**config.mk**
```make
export PLATFORM = sky130hd
export DESIGN_NAME = stepper_ramp_step_generator_flat
export DESIGN_NICKNAME = d
export VERILOG_FILES = /design/src/hdl/srsg_pkg.sv /design/src/hdl/srsg_ifs.sv /design/src/hdl/stepper_ramp_step_generator.sv /design/src/hdl/srsg_cfg_regs.sv /design/src/hdl/srsg_step_logic.sv /design/src/flat_wrapper.sv
export SDC_FILE = /design/constraint.sdc
export NUM_CORES = 1
export LEC_CHECK = 0
export BUFFER_PORTS_ARGS = -buffer_cell sky130_fd_sc_hd__buf_2
export CAP_MARGIN = 15
export CORE_UTILIZATION = 35
export CTS_CLUSTER_DIAMETER = 80
export DETAILED_ROUTE_END_ITERATION = 6
export GPL_TIMING_DRIVEN = 0
export PLACE_DENSITY = 0.55
export SKIP_LAST_GASP = 1
export SLEW_MARGIN = 10
export SYNTH_ARGS = -nofsm -noshare
export SYNTH_HDL_FRONTEND = slang
export SYNTH_SLANG_ARGS = --single-unit
export TNS_END_PERCENT = 100
```
**constraint.sdc**
```tcl
create_clock -name clk -period 11.67 [get_ports clk]
set_input_delay 2.334 -clock clk [delete_from_list [all_inputs] [get_ports clk]]
set_output_delay 2.334 -clock clk [all_outputs]
set_load 0.1 [all_outputs]
```
**src/hdl/srsg_pkg.sv**
```systemverilog
package srsg_pkg;

	localparam int VEL_W   = 31;
	localparam int THR_W   = 16;
	localparam int CNT_W   = 32;
	localparam int CFG_W   = 31;
	localparam int REG_IDX_W = 3;

	localparam logic [THR_W-1:0] PULSE_THR_RST = 16'd20000;

	typedef enum logic [1:0] {
		KIND_TICK = 2'd0,
		KIND_JOG  = 2'd1,
		KIND_MOVE = 2'd2
	} kind_t;

	typedef enum logic [REG_IDX_W-1:0] {
		REG_ACCEL      = 3'd0,
		REG_PULSE_THR  = 3'd1,
		REG_BACKLASH   = 3'd2,
		REG_INVERT_DIR = 3'd3,
		REG_USE_LIMITS = 3'd4,
		REG_LIMIT_POL  = 3'd5,
		REG_ESTOP_POL  = 3'd6
	} reg_idx_t;

	localparam logic [1:0] ERR_NONE  = 2'd0;
	localparam logic [1:0] ERR_ESTOP = 2'd1;
	localparam logic [1:0] ERR_LIMIT = 2'd2;

	typedef struct packed {
		logic [VEL_W-1:0] accel;
		logic [THR_W-1:0] pulse_thr;
		logic [THR_W-1:0] backlash;
		logic             invert_dir;
		logic             use_limits;
		logic             limit_pol;
		logic             estop_pol;
	} cfg_t;

	typedef struct packed {
		logic [1:0]       kind;
		logic             estop_raw;
		logic             limit_raw;
		logic             direction_cmd;
		logic [VEL_W-1:0] velocity_value;
		logic [VEL_W-1:0] move_steps;
	} item_t;

	typedef struct packed {
		logic [VEL_W-1:0] velocity;
		logic [VEL_W-1:0] target_velocity;
		logic [THR_W-1:0] accumulator;
		logic             decelerating;
		logic             up_to_speed;
		logic             axis_active;
		logic             busy_flag;
		logic             motor_direction;
		logic [THR_W-1:0] backlash_remaining;
		logic [CNT_W-1:0] steps_remaining;
		logic [CNT_W-1:0] steps_to_speed;
		logic [CNT_W-1:0] position_count;
	} axis_state_t;

	typedef struct packed {
		logic                    step_pulse;
		logic                    motor_dir;
		logic signed [CNT_W-1:0] position;
		logic                    moving;
		logic                    move_busy;
		logic [1:0]              error;
	} result_t;

endpackage

```
**src/hdl/srsg_ifs.sv**
```systemverilog
interface srsg_cmd_if;
	import srsg_pkg::*;

	logic             valid;
	logic             ready;
	logic [1:0]       kind;
	logic             estop_raw;
	logic             limit_raw;
	logic             direction_cmd;
	logic [VEL_W-1:0] velocity_value;
	logic [VEL_W-1:0] move_steps;

	modport source (output valid, kind, estop_raw, limit_raw, direction_cmd,
		velocity_value, move_steps, input ready);
	modport sink (input valid, kind, estop_raw, limit_raw, direction_cmd,
		velocity_value, move_steps, output ready);
endinterface

interface srsg_rsp_if;
	import srsg_pkg::*;

	logic                    valid;
	logic                    ready;
	logic                    step_pulse;
	logic                    motor_dir;
	logic signed [CNT_W-1:0] position;
	logic                    moving;
	logic                    move_busy;
	logic [1:0]              error;

	modport source (output valid, step_pulse, motor_dir, position, moving, move_busy,
		error, input ready);
	modport sink (input valid, step_pulse, motor_dir, position, moving, move_busy,
		error, output ready);
endinterface

```
**src/hdl/stepper_ramp_step_generator.sv**
```systemverilog
// Single-axis stepper pulse generator with a trapezoidal velocity ramp.
//
// Channels: cmd carries one command per transfer (tick, jog target, or
// distance move start) together with the sampled emergency stop and limit
// levels; rsp returns exactly one status item per command: the step pulse
// for that tick, the direction pin, the signed position, the moving and
// move-busy flags, and an error code. Registers are written through the
// cfg_we / cfg_index / cfg_data port by the user, only while no command
// is in flight; the block does not enforce this.
// A transferred command is held in the input stage and evaluated against
// the axis state; its status is captured in the status register, which
// drives rsp. Throughput is one command per cycle while rsp does not stall;
// the evaluation is a single pass of ramp add, accumulator add and
// counter updates between the input stage and the status register.
//
// When the receiver stalls, the status register holds its item and the input
// stage still takes one more command, so cmd.ready falls only when both are
// full. Reset clears all motion state and loads the register defaults
// (pulse threshold 20000, everything else zero).
module stepper_ramp_step_generator (
	input  logic                           clk,
	input  logic                           arst_n,
	srsg_cmd_if.sink                       cmd,
	srsg_rsp_if.source                     rsp,
	input  logic                           cfg_we,
	input  logic [srsg_pkg::REG_IDX_W-1:0] cfg_index,
	input  logic [srsg_pkg::CFG_W-1:0]     cfg_data
);
	import srsg_pkg::*;

	cfg_t        cfg;
	item_t       item_s1;
	logic        valid_s1;
	axis_state_t state_q;
	axis_state_t state_nxt;
	result_t     result;
	result_t     rsp_q;
	logic        rsp_valid_q;
	logic        out_free;
	logic        advance;

	srsg_cfg_regs u_cfg (
		.clk    (clk),
		.arst_n (arst_n),
		.we     (cfg_we),
		.index  (cfg_index),
		.data   (cfg_data),
		.cfg    (cfg)
	);

	// The status register is free when empty or when its item is leaving now.
	assign out_free  = !rsp_valid_q || rsp.ready;
	assign advance   = valid_s1 && out_free;
	assign cmd.ready = !valid_s1 || out_free;

	always_ff @(posedge clk or negedge arst_n) begin
		if (!arst_n) begin
			valid_s1 <= 1'b0;
		end else if (cmd.valid && cmd.ready) begin
			valid_s1 <= 1'b1;
		end else if (advance) begin
			valid_s1 <= 1'b0;
		end
	end

	// Command payload needs no reset; it is qualified by valid_s1.
	always_ff @(posedge clk) begin
		if (cmd.valid && cmd.ready) begin
			item_s1.kind           <= cmd.kind;
			item_s1.estop_raw      <= cmd.estop_raw;
			item_s1.limit_raw      <= cmd.limit_raw;
			item_s1.direction_cmd  <= cmd.direction_cmd;
			item_s1.velocity_value <= cmd.velocity_value;
			item_s1.move_steps     <= cmd.move_steps;
		end
	end

	srsg_step_logic u_step (
		.cfg  (cfg),
		.item (item_s1),
		.cur  (state_q),
		.nxt  (state_nxt),
		.res  (result)
	);

	// Axis state advances exactly once per command, when its status is captured.
	always_ff @(posedge clk or negedge arst_n) begin
		if (!arst_n) begin
			state_q <= '0;
		end else if (advance) begin
			state_q <= state_nxt;
		end
	end

	always_ff @(posedge clk or negedge arst_n) begin
		if (!arst_n) begin
			rsp_valid_q <= 1'b0;
		end else if (advance) begin
			rsp_valid_q <= 1'b1;
		end else if (rsp.ready) begin
			rsp_valid_q <= 1'b0;
		end
	end

	always_ff @(posedge clk) begin
		if (advance) begin
			rsp_q <= result;
		end
	end

	assign rsp.valid      = rsp_valid_q;
	assign rsp.step_pulse = rsp_q.step_pulse;
	assign rsp.motor_dir  = rsp_q.motor_dir;
	assign rsp.position   = rsp_q.position;
	assign rsp.moving     = rsp_q.moving;
	assign rsp.move_busy  = rsp_q.move_busy;
	assign rsp.error      = rsp_q.error;
endmodule

```
**src/hdl/srsg_cfg_regs.sv**
```systemverilog
module srsg_cfg_regs (
	input  logic                               clk,
	input  logic                               arst_n,
	input  logic                               we,
	input  logic [srsg_pkg::REG_IDX_W-1:0]     index,
	input  logic [srsg_pkg::CFG_W-1:0]         data,
	output srsg_pkg::cfg_t                     cfg
);
	import srsg_pkg::*;

	cfg_t cfg_q;

	always_ff @(posedge clk or negedge arst_n) begin
		if (!arst_n) begin
			cfg_q <= '{accel: '0, pulse_thr: PULSE_THR_RST, backlash: '0,
				invert_dir: 1'b0, use_limits: 1'b0, limit_pol: 1'b0, estop_pol: 1'b0};
		end else if (we) begin
			case (reg_idx_t'(index))
				REG_ACCEL:      cfg_q.accel      <= data[VEL_W-1:0];
				REG_PULSE_THR:  cfg_q.pulse_thr  <= data[THR_W-1:0];
				REG_BACKLASH:   cfg_q.backlash   <= data[THR_W-1:0];
				REG_INVERT_DIR: cfg_q.invert_dir <= data[0];
				REG_USE_LIMITS: cfg_q.use_limits <= data[0];
				REG_LIMIT_POL:  cfg_q.limit_pol  <= data[0];
				REG_ESTOP_POL:  cfg_q.estop_pol  <= data[0];
				default: ;
			endcase
		end
	end

	assign cfg = cfg_q;
endmodule

```
**src/hdl/srsg_step_logic.sv**
```systemverilog
module srsg_step_logic (
	input  srsg_pkg::cfg_t        cfg,
	input  srsg_pkg::item_t       item,
	input  srsg_pkg::axis_state_t cur,
	output srsg_pkg::axis_state_t nxt,
	output srsg_pkg::result_t     res
);
	import srsg_pkg::*;

	logic [CNT_W-1:0] vel_dn;
	logic [CNT_W-1:0] vel_up;
	logic [CNT_W-1:0] rem_prev;
	logic             new_dir;
	logic             step;
	logic [1:0]       err;

	always_comb begin
		nxt      = cur;
		step     = 1'b0;
		err      = ERR_NONE;
		new_dir  = item.direction_cmd ^ cfg.invert_dir;
		rem_prev = '0;
		vel_dn   = {1'b0, cur.velocity} - {1'b0, cfg.accel};
		vel_up   = {1'b0, cur.velocity} + {1'b0, cfg.accel};

		case (item.kind)
			KIND_TICK: begin
				if (item.estop_raw ^ cfg.estop_pol) begin
					nxt.velocity        = '0;
					nxt.target_velocity = '0;
					nxt.axis_active     = 1'b0;
					nxt.busy_flag       = 1'b0;
					err                 = ERR_ESTOP;
				end else if (cur.axis_active) begin
					// Ramp the velocity first; a negative difference counts as below target.
					if (cur.decelerating) begin
						if (vel_dn[CNT_W-1] || (vel_dn[VEL_W-1:0] < cur.target_velocity)) begin
							nxt.decelerating = 1'b0;
							nxt.velocity     = cur.target_velocity;
							if (cur.target_velocity == '0) begin
								nxt.axis_active = 1'b0;
								nxt.busy_flag   = 1'b0;
							end
						end else begin
							nxt.velocity = vel_dn[VEL_W-1:0];
						end
					end else if (vel_up <= {1'b0, cur.target_velocity}) begin
						nxt.velocity = vel_up[VEL_W-1:0];
					end else begin
						nxt.velocity    = cur.target_velocity;
						nxt.up_to_speed = 1'b1;
					end

					nxt.accumulator = nxt.accumulator +
						{1'b0, nxt.velocity[VEL_W-1:THR_W]};

					if (nxt.accumulator >= cfg.pulse_thr) begin
						step = 1'b1;
						if (new_dir != cur.motor_direction) begin
							nxt.backlash_remaining = cfg.backlash;
							nxt.steps_remaining    = nxt.steps_remaining +
								{{(CNT_W-THR_W){1'b0}}, cfg.backlash};
						end
						nxt.motor_direction = new_dir;
						nxt.accumulator     = nxt.accumulator - cfg.pulse_thr;

						if (nxt.backlash_remaining == '0) begin
							nxt.position_count = item.direction_cmd ?
								nxt.position_count + 1'b1 : nxt.position_count - 1'b1;
						end else begin
							nxt.backlash_remaining = nxt.backlash_remaining - 1'b1;
						end

						if (nxt.busy_flag) begin
							if (cfg.use_limits && (item.limit_raw ^ cfg.limit_pol)) begin
								nxt.steps_remaining = '0;
								nxt.busy_flag       = 1'b0;
								err                 = ERR_LIMIT;
							end
							rem_prev            = nxt.steps_remaining;
							nxt.steps_remaining = nxt.steps_remaining - 1'b1;
							if ($signed(rem_prev) <= $signed(nxt.steps_to_speed)) begin
								// Distance left is no more than the ramp-up distance: start braking.
								nxt.steps_to_speed  = '1;
								nxt.target_velocity = '0;
								nxt.decelerating    = 1'b1;
								nxt.up_to_speed     = 1'b1;
							end else if ($signed(nxt.steps_remaining) <= $signed(CNT_W'(0))) begin
								nxt.velocity        = '0;
								nxt.target_velocity = '0;
								nxt.accumulator     = '0;
								nxt.busy_flag       = 1'b0;
							end
						end

						if (!nxt.up_to_speed) begin
							nxt.steps_to_speed = nxt.steps_to_speed + 1'b1;
						end
					end
				end
			end
			KIND_JOG: begin
				nxt.target_velocity = item.velocity_value;
				nxt.axis_active     = 1'b1;
				nxt.decelerating    = item.velocity_value < cur.velocity;
			end
			KIND_MOVE: begin
				nxt.target_velocity = item.velocity_value;
				nxt.steps_remaining = {1'b0, item.move_steps};
				nxt.busy_flag       = 1'b1;
				nxt.axis_active     = 1'b1;
				nxt.decelerating    = 1'b0;
				nxt.up_to_speed     = 1'b0;
				nxt.steps_to_speed  = '0;
			end
			default: ;
		endcase

		res.step_pulse = step;
		res.motor_dir  = nxt.motor_direction;
		res.position   = $signed(nxt.position_count);
		res.moving     = nxt.axis_active;
		res.move_busy  = nxt.busy_flag;
		res.error      = err;
	end
endmodule

```
**src/flat_wrapper.sv**
```systemverilog
// flat-port wrapper written by rule: the top's interface ports become plain ports
module stepper_ramp_step_generator_flat import srsg_pkg::*;
  (clk, arst_n, cfg_we, cfg_index, cfg_data, cmd_valid, cmd_kind, cmd_estop_raw, cmd_limit_raw, cmd_direction_cmd, cmd_velocity_value, cmd_move_steps, cmd_ready, rsp_valid, rsp_step_pulse, rsp_motor_dir, rsp_position, rsp_moving, rsp_move_busy, rsp_error, rsp_ready);
  srsg_cmd_if cmd_i ();
  srsg_rsp_if rsp_i ();
  input  logic clk;
  input  logic arst_n;
  input  logic cfg_we;
  input  logic [srsg_pkg::REG_IDX_W-1:0] cfg_index;
  input  logic [srsg_pkg::CFG_W-1:0] cfg_data;
  input wire logic [$bits(cmd_i.valid)-1:0] cmd_valid;
  input wire logic [$bits(cmd_i.kind)-1:0] cmd_kind;
  input wire logic [$bits(cmd_i.estop_raw)-1:0] cmd_estop_raw;
  input wire logic [$bits(cmd_i.limit_raw)-1:0] cmd_limit_raw;
  input wire logic [$bits(cmd_i.direction_cmd)-1:0] cmd_direction_cmd;
  input wire logic [$bits(cmd_i.velocity_value)-1:0] cmd_velocity_value;
  input wire logic [$bits(cmd_i.move_steps)-1:0] cmd_move_steps;
  output wire logic [$bits(cmd_i.ready)-1:0] cmd_ready;
  output wire logic [$bits(rsp_i.valid)-1:0] rsp_valid;
  output wire logic [$bits(rsp_i.step_pulse)-1:0] rsp_step_pulse;
  output wire logic [$bits(rsp_i.motor_dir)-1:0] rsp_motor_dir;
  output wire logic [$bits(rsp_i.position)-1:0] rsp_position;
  output wire logic [$bits(rsp_i.moving)-1:0] rsp_moving;
  output wire logic [$bits(rsp_i.move_busy)-1:0] rsp_move_busy;
  output wire logic [$bits(rsp_i.error)-1:0] rsp_error;
  input wire logic [$bits(rsp_i.ready)-1:0] rsp_ready;
  assign cmd_i.valid = cmd_valid;
  assign cmd_i.kind = cmd_kind;
  assign cmd_i.estop_raw = cmd_estop_raw;
  assign cmd_i.limit_raw = cmd_limit_raw;
  assign cmd_i.direction_cmd = cmd_direction_cmd;
  assign cmd_i.velocity_value = cmd_velocity_value;
  assign cmd_i.move_steps = cmd_move_steps;
  assign cmd_ready = cmd_i.ready;
  assign rsp_valid = rsp_i.valid;
  assign rsp_step_pulse = rsp_i.step_pulse;
  assign rsp_motor_dir = rsp_i.motor_dir;
  assign rsp_position = rsp_i.position;
  assign rsp_moving = rsp_i.moving;
  assign rsp_move_busy = rsp_i.move_busy;
  assign rsp_error = rsp_i.error;
  assign rsp_i.ready = rsp_ready;
  stepper_ramp_step_generator u_core (.clk(clk), .arst_n(arst_n), .cmd(cmd_i), .rsp(rsp_i), .cfg_we(cfg_we), .cfg_index(cfg_index), .cfg_data(cfg_data));
endmodule
```
### After elaboration in Yosys (flattened, before gate mapping)

Index checks and enable logic that the tools add are counted.

| storage, ports and cells | value |
|---|---|
| output and inout bits | 40 |
| word-level logic and storage cells | 192 |
| register bits | 369 |
| input bits | 106 |

| cells by class | value |
|---|---|
| multiplexer cells | 83 |
| reduce and logical (&&, ||, !) cells | 35 |
| order comparisons | 6 |
| bitwise logic cells | 8 |
| eq/ne operators | 16 |
| add/sub/neg operators | 10 |

Operators by type and width:

| cell | number |
|---|---|
| $mux 80 | 6 |
| $mux 32 | 11 |
| $mux 64 | 5 |
| $mux 31 | 8 |
| $mux 48 | 5 |
| $mux 195 | 1 |
| $pmux 64 s2 | 1 |
| $mux 114 | 1 |
| $mux 113 | 1 |
| $mux 78 | 1 |
| $add 32x1->32 const B | 2 |
| $sub 32x1->32 const B | 2 |
| $lt 31x31->1 | 2 |
| $mux 62 | 1 |
| $pmux 31 s2 | 1 |
| $add 31x31->32 | 1 |
| $add 32x16->32 | 1 |
| $le 32x1->1 const B | 1 |
| $le 32x31->1 | 1 |
| $le 32x32->1 | 1 |
| $mux 16 | 2 |
| $sub 31x31->32 | 1 |
| $logic_not 31->1 | 1 |
| $mux 1 | 24 |
| 37 further kinds | 77 |

### Longest topological paths before layout

Gate-level depths: netlist (run 1).

| logic depth | value |
|---|---|
| word-level depth | 34 |
| depth in mapped cells | 54 |
| gate-level depth less buffers | 52 |

### Hierarchy

A second synthesis (run 1) with hierarchy kept.

| second synthesis, totals | value |
|---|---|
| cell total of the unflattened synthesis | 3,350 |
| area total of the unflattened synthesis | 31,670.4 µm² |

Modules (own cells, without submodules):

| module | cells each | times used | area each (µm²) | seq. area each (µm²) |
|---|---|---|---|---|
| srsg_step_logic | 2,677 | 1 | 17,777.0 | 0.0 |
| stepper_ramp_step_generator | 525 | 1 | 11,096.9 | 8,082.8 |
| srsg_cfg_regs | 148 | 1 | 2,796.4 | 1,682.9 |

### Least setup slack after synthesis (run 1)

No wires, ideal clock.

| path | value |
|---|---|
| path type | register to register |
| start | reg u_core.state_q[164] in the netlist's numbering |
| end | reg u_core.rsp_q, in the netlist u_core.rsp.position[6], data pin |
| buffers on the path | 2 |
| stages on the path, launching flop included | 49 |
| path slack | 1,600 ps |
| required time | 11,407 ps |
| arrival time | 9,807 ps |
| cells stage by stage | dfrtp_1 ha_1 fa_1 nand2b_1 a221oi_1 nor4_1 o221ai_1 a221oi_1 o41ai_1 a211oi_1 nor2_1 a21oi_1 o21bai_1 xnor2_1 ha_1 a21o_1 a21o_1 a21o_1 (+13 left out) o21ai_0 a21oi_1 o21bai_1 a21o_1 a21o_1 a21o_1 a21oi_1 xnor2_1 ha_1 nand4_1 o31ai_1 nor3_1 nor2_1 nand2_1 a211o_1 nor2_1 clkbuf_1 mux2_2 |

RTL lines:

| item | RTL line | source |
|---|---|---|
| from (decl) | stepper_ramp_step_generator.sv:34 | `axis_state_t state_q;` |
| from (signal assigned) | stepper_ramp_step_generator.sv:91 | `state_q <= state_nxt;` |
| to (signal assigned) | stepper_ramp_step_generator.sv:107 | `rsp_q <= result;` |
| to (decl) | stepper_ramp_step_generator.sv:37 | `result_t rsp_q;` |

### Worst setup path after layout (run 1)

| path | value |
|---|---|
| start | reg u_core.state_q[164] in the netlist's numbering |
| end | reg u_core.state_q[79] in the netlist's numbering |

| on the way | value |
|---|---|
| cells in the longest elaborated chain, start to end | 17 |

RTL lines:

| item |
|---|
| branches (longest 17 deep; another with $sub 31x31->32) |

Parallel ways; which one is timed is not known. The select of a mux whose other input is x is not followed.
A chain may end at the register's enable or synchronous reset.

==> reports/metrics.yaml, run 1 <==
fin_nets: 3819
wl_met3_mm: 6.719
clk_path_buf_depth: 3
ys_seq_area_share_pct: 34.44
final_layout_size_suffix_gt1_share_pct: 13.12
wl_met1_mm: 45.91
design_area_um2: 32760
synth_top_family_by_area: "compound AO/OA/AOI/OAI gates"
num_rows: 104
drt_iter0_drc: 2075
timing_max_transition_violations_final: 0
ys_top_cells_by_count: "307 x nand2_1, 272 x ha_1, 259 x dfrtp_1"
fp.dieW_um: 286.6
finalCritPeriodShare_pct: 95.04
max-cap-violations: 0
track_usage_pct: 23.14
path_max_fanout: 10
synth_async_sr_flop_share_pct: 71.54
crit_type: "reg -> reg"
status: "finished clean"
cts.sinks: 369
hold_end: "u_core.state_q[97]$_DFFE_PN0P_"
dieArea_um2: 82150
hp-start: "u_core.state_q[97]$_DFFE_PN0P_"
gp_congestion: 0.9330
min_path_cells: 2
synth_edf_count: 105
synth_compound_area_share_pct: 23.14
post-place-cells: 4431
r2r_start: "u_core.state_q[164]$_DFFE_PN0P_"
max_freq_mhz: 90.16
dpl_cell_area_um2: 30590
worstPathArrival_ns: 11.55
area_growth_pct: 15.56
finClkSkew_ns: 0.03791
grt_start_max_net_pins: 100
synthAdderAreaFrac_pct: 12.43
synthMuxAreaShare_pct: 4.192
core_area_um2: 80290
cp_common_cell: "inv_1"
insertion_delay_ns: 0.62
io_buffer_count: 145
num_vias: 25672
cts_inserted_buffers: 49
slowest_stage: "or4_1"
ys_ff_latch: 369
r2r_end: "u_core.state_q[79]$_DFFE_PN0P_"
postSynthCellCount: 3217
start_kind: "flip-flop"
reg2reg_slack_ns: 0.58
hold_viol: 0
finalCriticalPeriod_ns: 11.09
hold_path.class: "reg -> reg"
routed_via_density: 5.656
synth-main-ff-cell: "dfrtp_1"
firstDrtPassIters: 5
worst_pin_slew_ns: 1.057
hpwl_mm: 73.98
pin_count: 146
cts_root_buf: "clkbuf_16"
reg2reg_depth: 53
clkTransAtPathRegs_ns: 0.06
htree_levels: 2
overflow: 0
antenna_left: 0
slowest_delay_ns: 0.57
yosys.area.top_type: "dfrtp_1"
met2_length_mm: 40.82
final-setup-viol-count: 0
worstPathRequired_ns: 12.13
synthXorXnorAreaFrac_pct: 4.153
drc: 0
yosys_warnings: 0
max_slew_margin_pct: 29.41
initial_core_util_pct: 35.31
syn-num-nets: 3601
hold_buffers: 0
die_y_um: 286.6
cp-end-kind: "flip-flop"
drt_wl_total_mm: 96.44
grt_pass1_vias: 24251
synth_area_um2: 28350
synth.distinct_cells: 101
timing.hold.ws_ns: 0.4848
antenna_found_initial: 2
tritoncts: "built"
final-instance-count-excl-fill: 4539
wl_per_cell_um: 21.25
synth.avg_cell_area_um2: 8.813
synthTopCellsByArea: "dfrtp_1 23%, ha_1 12%, edfxtp_1 11%, nand2_1 4.1%, a21oi_1 3.9%"
synth_most_common_cell: "nand2_1"
synth_top_area_share_pct: 22.86
grt_pass1_wl_mm: 147.2
top_layer_used: "met4"
synth-simple-area-share_pct: 16.20
## state kept, by name (all words and copies together), names as in the netlist
signal / count
u_core.rsp.motor_dir: 1
u_core.rsp.move_busy: 1
u_core.rsp.moving: 1
u_core.rsp.position: 32
u_core.rsp.step_pulse: 1
u_core.rsp.error: 2
u_core.state_q: 195
u_core.valid_s1: 1
u_core.item_s1: 67
u_core.u_cfg.cfg: 67
u_core.rsp.valid: 1
## timing repair
action,CTS,global route
gates resized for setup,54,64
cloned,0,0
pin swaps,5,11
setup buffers,6,8
endpoints found under the hold margin,0,0
endpoints found under the setup margin,230,228
## logic make-up after synthesis
group           after synthesis
simple gates                956
compound gates              978
fa+ha+maj                   278
buf+inv                     393
mux                         112
flops                       369
xor+xnor                    131
## worst max-delay path: cells and delay by family, from the launching register on
kind | cells | cell delay [ns]
compound gates | 25 | 5.13
simple gates | 11 | 2.08
fa+ha+maj | 5 | 1.54
buf+inv | 10 | 1.49
flops | 1 | 0.44
xor+xnor | 2 | 0.25
## cell type report
class | instances | area, um2
Multi-Input combinational cell | 2455 | 17300
Clock buffer | 60 | 1360
Sequential cell | 369 | 9766
Clock inverter | 32 | 379.1
Tap cell | 1060 | 1326
Timing Repair Buffer | 169 | 998.5
Buffer | 157 | 740.7
Antenna cell | 3 | 7.507
Inverter | 234 | 882.1
Fill cell | 8095 | 47520
## cells in the final DEF, fill, tap and decap left out, types with 81 or more instances in the layout
cell      synthesis  layout
a21o_1           97      97
a21oi_1         219     216
buf_2            13     164
clkbuf_1        122      98
dfrtp_1         259     259
edfxtp_1        105     105
ha_1            272     272
inv_1           232     231
nand2_1         307     306
nor2_1          226     223
nor3_1           85      81
o21ai_0         190     186
xnor2_1          91      90
## per-layer routing
layer	vias up	GRT usage (%)
li1	12256	-
met1	12404	33.69
met2	869	34.63
met3	143	3.768
met4	0	7.393
met5	-	0
## metrics by stage
stage                     setup TNS, ns  utilization (%)  setup slack (ns)
after floorplan                       0                -             1.600
after detailed placement        -336.01            38.10            -2.505
after global routing             -1.319            40.80          -0.08164
after global placement          -507.83            37.87            -3.346
after CTS                             0            40.50           0.04352
final                                 0            40.81            0.5788
## how the worst max path moves through the flow
stage                                     from                           endpoint  slack (ns)  depth (start not counted)
3_5_place_dp   u_core.state_q[164]$_DFFE_PN0P_     u_core.state_q[81]$_DFFE_PN0P_       -2.50                         49
4_1_cts        u_core.state_q[166]$_DFFE_PN0P_     u_core.state_q[79]$_DFFE_PN0P_        0.04                         52
2_1_floorplan  u_core.state_q[164]$_DFFE_PN0P_   u_core.rsp.position[6]$_DFFE_PP_        1.60                         48
6_report       u_core.state_q[164]$_DFFE_PN0P_     u_core.state_q[79]$_DFFE_PN0P_        0.58                         53
5_1_grt        u_core.state_q[164]$_DFFE_PN0P_  u_core.rsp.position[28]$_DFFE_PP_       -0.08                         53
3_3_place_gp   u_core.state_q[164]$_DFFE_PN0P_     u_core.state_q[81]$_DFFE_PN0P_       -3.35                         43
Power of run 1 is not shown: default switching activity piles up to over one toggle a cycle in this logic, so the estimate is an artifact.
==> inputs of run 2 (changes only) <==
Settings changed: PLACE_DENSITY 0.55 to unset.
==> reports/metrics.yaml, run 2 (synthesis results as in run 1) <==
final_common_cell: "nand2_1"
grt_pass1_wl_mm: 146.7
gp_congestion: 0.9563
slowest_delay_ns: 0.44
drt_iter0_drc: 1877
overflow: 0
max-cap-violations: 0
antenna_found_initial: 0
layout_common_cells: "307 x nand2_1, 272 x ha_1, 259 x dfrtp_1, 231 x inv_1, 224 x nor2_1"
drc: 0
finClkSkew_ns: 0.03898
worstPathArrival_ns: 11.65
fin_util_pct: 40.65
reg2reg_depth: 49
fp.dieW_um: 286.6
htree_levels: 2
antenna_left: 0
clk_path_buf_depth: 3
routed_via_density: 5.667
hpwl_mm: 72.13
path_depth: 49
start_kind: "flip-flop"
hold_buffers: 0
dieArea_um2: 82150
pin_count: 146
core_area_um2: 80290
status: "finished clean"
crit_type: "reg -> reg"
critPathLaunch: "u_core.state_q[164]$_DFFE_PN0P_"
fin_nets: 3815
reg2reg_slack_ns: 0.56
cts.sinks: 369
critPathCapture: "u_core.state_q[32]$_DFFE_PN0P_"
io_buffer_count: 145
tritoncts: "built"
cts_root_buf: "clkbuf_16"
worstPathRequired_ns: 12.21
max_slew_margin_pct: 16.64
path_max_fanout: 10
r2r_start: "u_core.state_q[164]$_DFFE_PN0P_"
r2r_end: "u_core.state_q[32]$_DFFE_PN0P_"
track_usage_pct: 22.88
wl_per_cell_um: 20.89
timing_max_transition_violations_final: 0
slowest_stage: "dfrtp_1"
cp_top_family: "compound AO/OA/AOI/OAI gates"
max_freq_mhz: 89.97
num_rows: 104
grt_start_max_net_pins: 98
hold_path.class: "reg -> reg"
finalCriticalPeriod_ns: 11.11
final_layout_size_suffix_gt1_share_pct: 12.74
crit_buf_inv: 8
final-setup-viol-count: 0
grt_pass1_vias: 24734
firstDrtPassIters: 7
cp-end-kind: "flip-flop"
initial_core_util_pct: 35.31
hold_viol: 0
drt_wl_total_mm: 94.64
clkTransAtPathRegs_ns: 0.07
largest_reg_flops: 195
area_growth_pct: 15.12
finalCritPeriodShare_pct: 95.24
die_y_um: 286.6
num-fill-cells: 8054
cts_inserted_buffers: 46
insertion_delay_ns: 0.61
num_vias: 25679
worst_pin_slew_ns: 1.240
regMostFlops: "u_core.state_q"
==> run 2: changes by cell type in the layout (fill, tap and decap cells not counted), moves of 3 or more <==
cell	change
clkbuf_8	-4
buf_4	-4
clkinvlp_4	+3
clkbuf_1	+6
clkinv_2	-5
==> run 2: worst min-delay path by stage <==
stage | from | to | slack (ns) | depth (start not counted)
2_1_floorplan | u_core.state_q[96]$_DFFE_PN0P_ | u_core.state_q[96]$_DFFE_PN0P_ | 0.45 | 2
3_3_place_gp | u_core.state_q[31]$_DFFE_PN0P_ | u_core.state_q[31]$_DFFE_PN0P_ | 0.48 | 1
3_5_place_dp | u_core.state_q[31]$_DFFE_PN0P_ | u_core.state_q[31]$_DFFE_PN0P_ | 0.48 | 1
4_1_cts | u_core.state_q[31]$_DFFE_PN0P_ | u_core.state_q[31]$_DFFE_PN0P_ | 0.49 | 1
5_1_grt | u_core.state_q[31]$_DFFE_PN0P_ | u_core.state_q[31]$_DFFE_PN0P_ | 0.53 | 1
6_report | u_core.state_q[31]$_DFFE_PN0P_ | u_core.state_q[31]$_DFFE_PN0P_ | 0.49 | 1
==> run 2: cell type report <==
class	instances	area [um2]	share of cell area, %
well taps	1060	1326	4.063
plain buffers	157	738.2	2.262
diodes	2	5.005	0.01533
clock inverters	26	330.3	1.012
flip-flops and latches	369	9766	29.92
multi-input cells	2455	17270	52.92
inverters	234	882.1	2.702
clock buffers	60	1320	4.044
repair buffers	168	999.7	3.063
==> run 2: what timing repair did <==
| item | 4_1_cts | 5_1_grt |
|---|---|---|
| gates resized for setup | 50 | 60 |
| cloned | 0 | 0 |
| hold endpoints to repair | 0 | 0 |
| setup buffers | 3 | 10 |
| setup endpoints to repair | 230 | 222 |
| pin swaps | 1 | 12 |
==> run 2: layer usage <==
layer / share of wire [%] / global-route usage (%) / vias up / wire length [um]
li1: - / - / 12238 / -
met1: 46 / 32.64 / 12336 / 43620
met2: 44 / 35.07 / 936 / 41250
met3: 6.9 / 3.394 / 169 / 6573
met4: 3.4 / 7.821 / 0 / 3202
met5: 0 / 0 / - / 0
==> run 2: metrics by stage <==
step	setup TNS, ns	setup slack (ns)	area, um2	hold slack, ns	instances
after floorplan	0	1.600	28350	0.4496	3217
after global placement	-469.59	-3.058	30400	0.4752	4422
after detailed placement	-359.82	-2.600	30560	0.4806	4431
after CTS	0	0.08643	32370	0.4889	4520
after global routing	-1.080	-0.08085	32640	0.5268	4529
final	0	0.5555	32640	0.4863	4531
Power of run 2 is left out for the same reason.
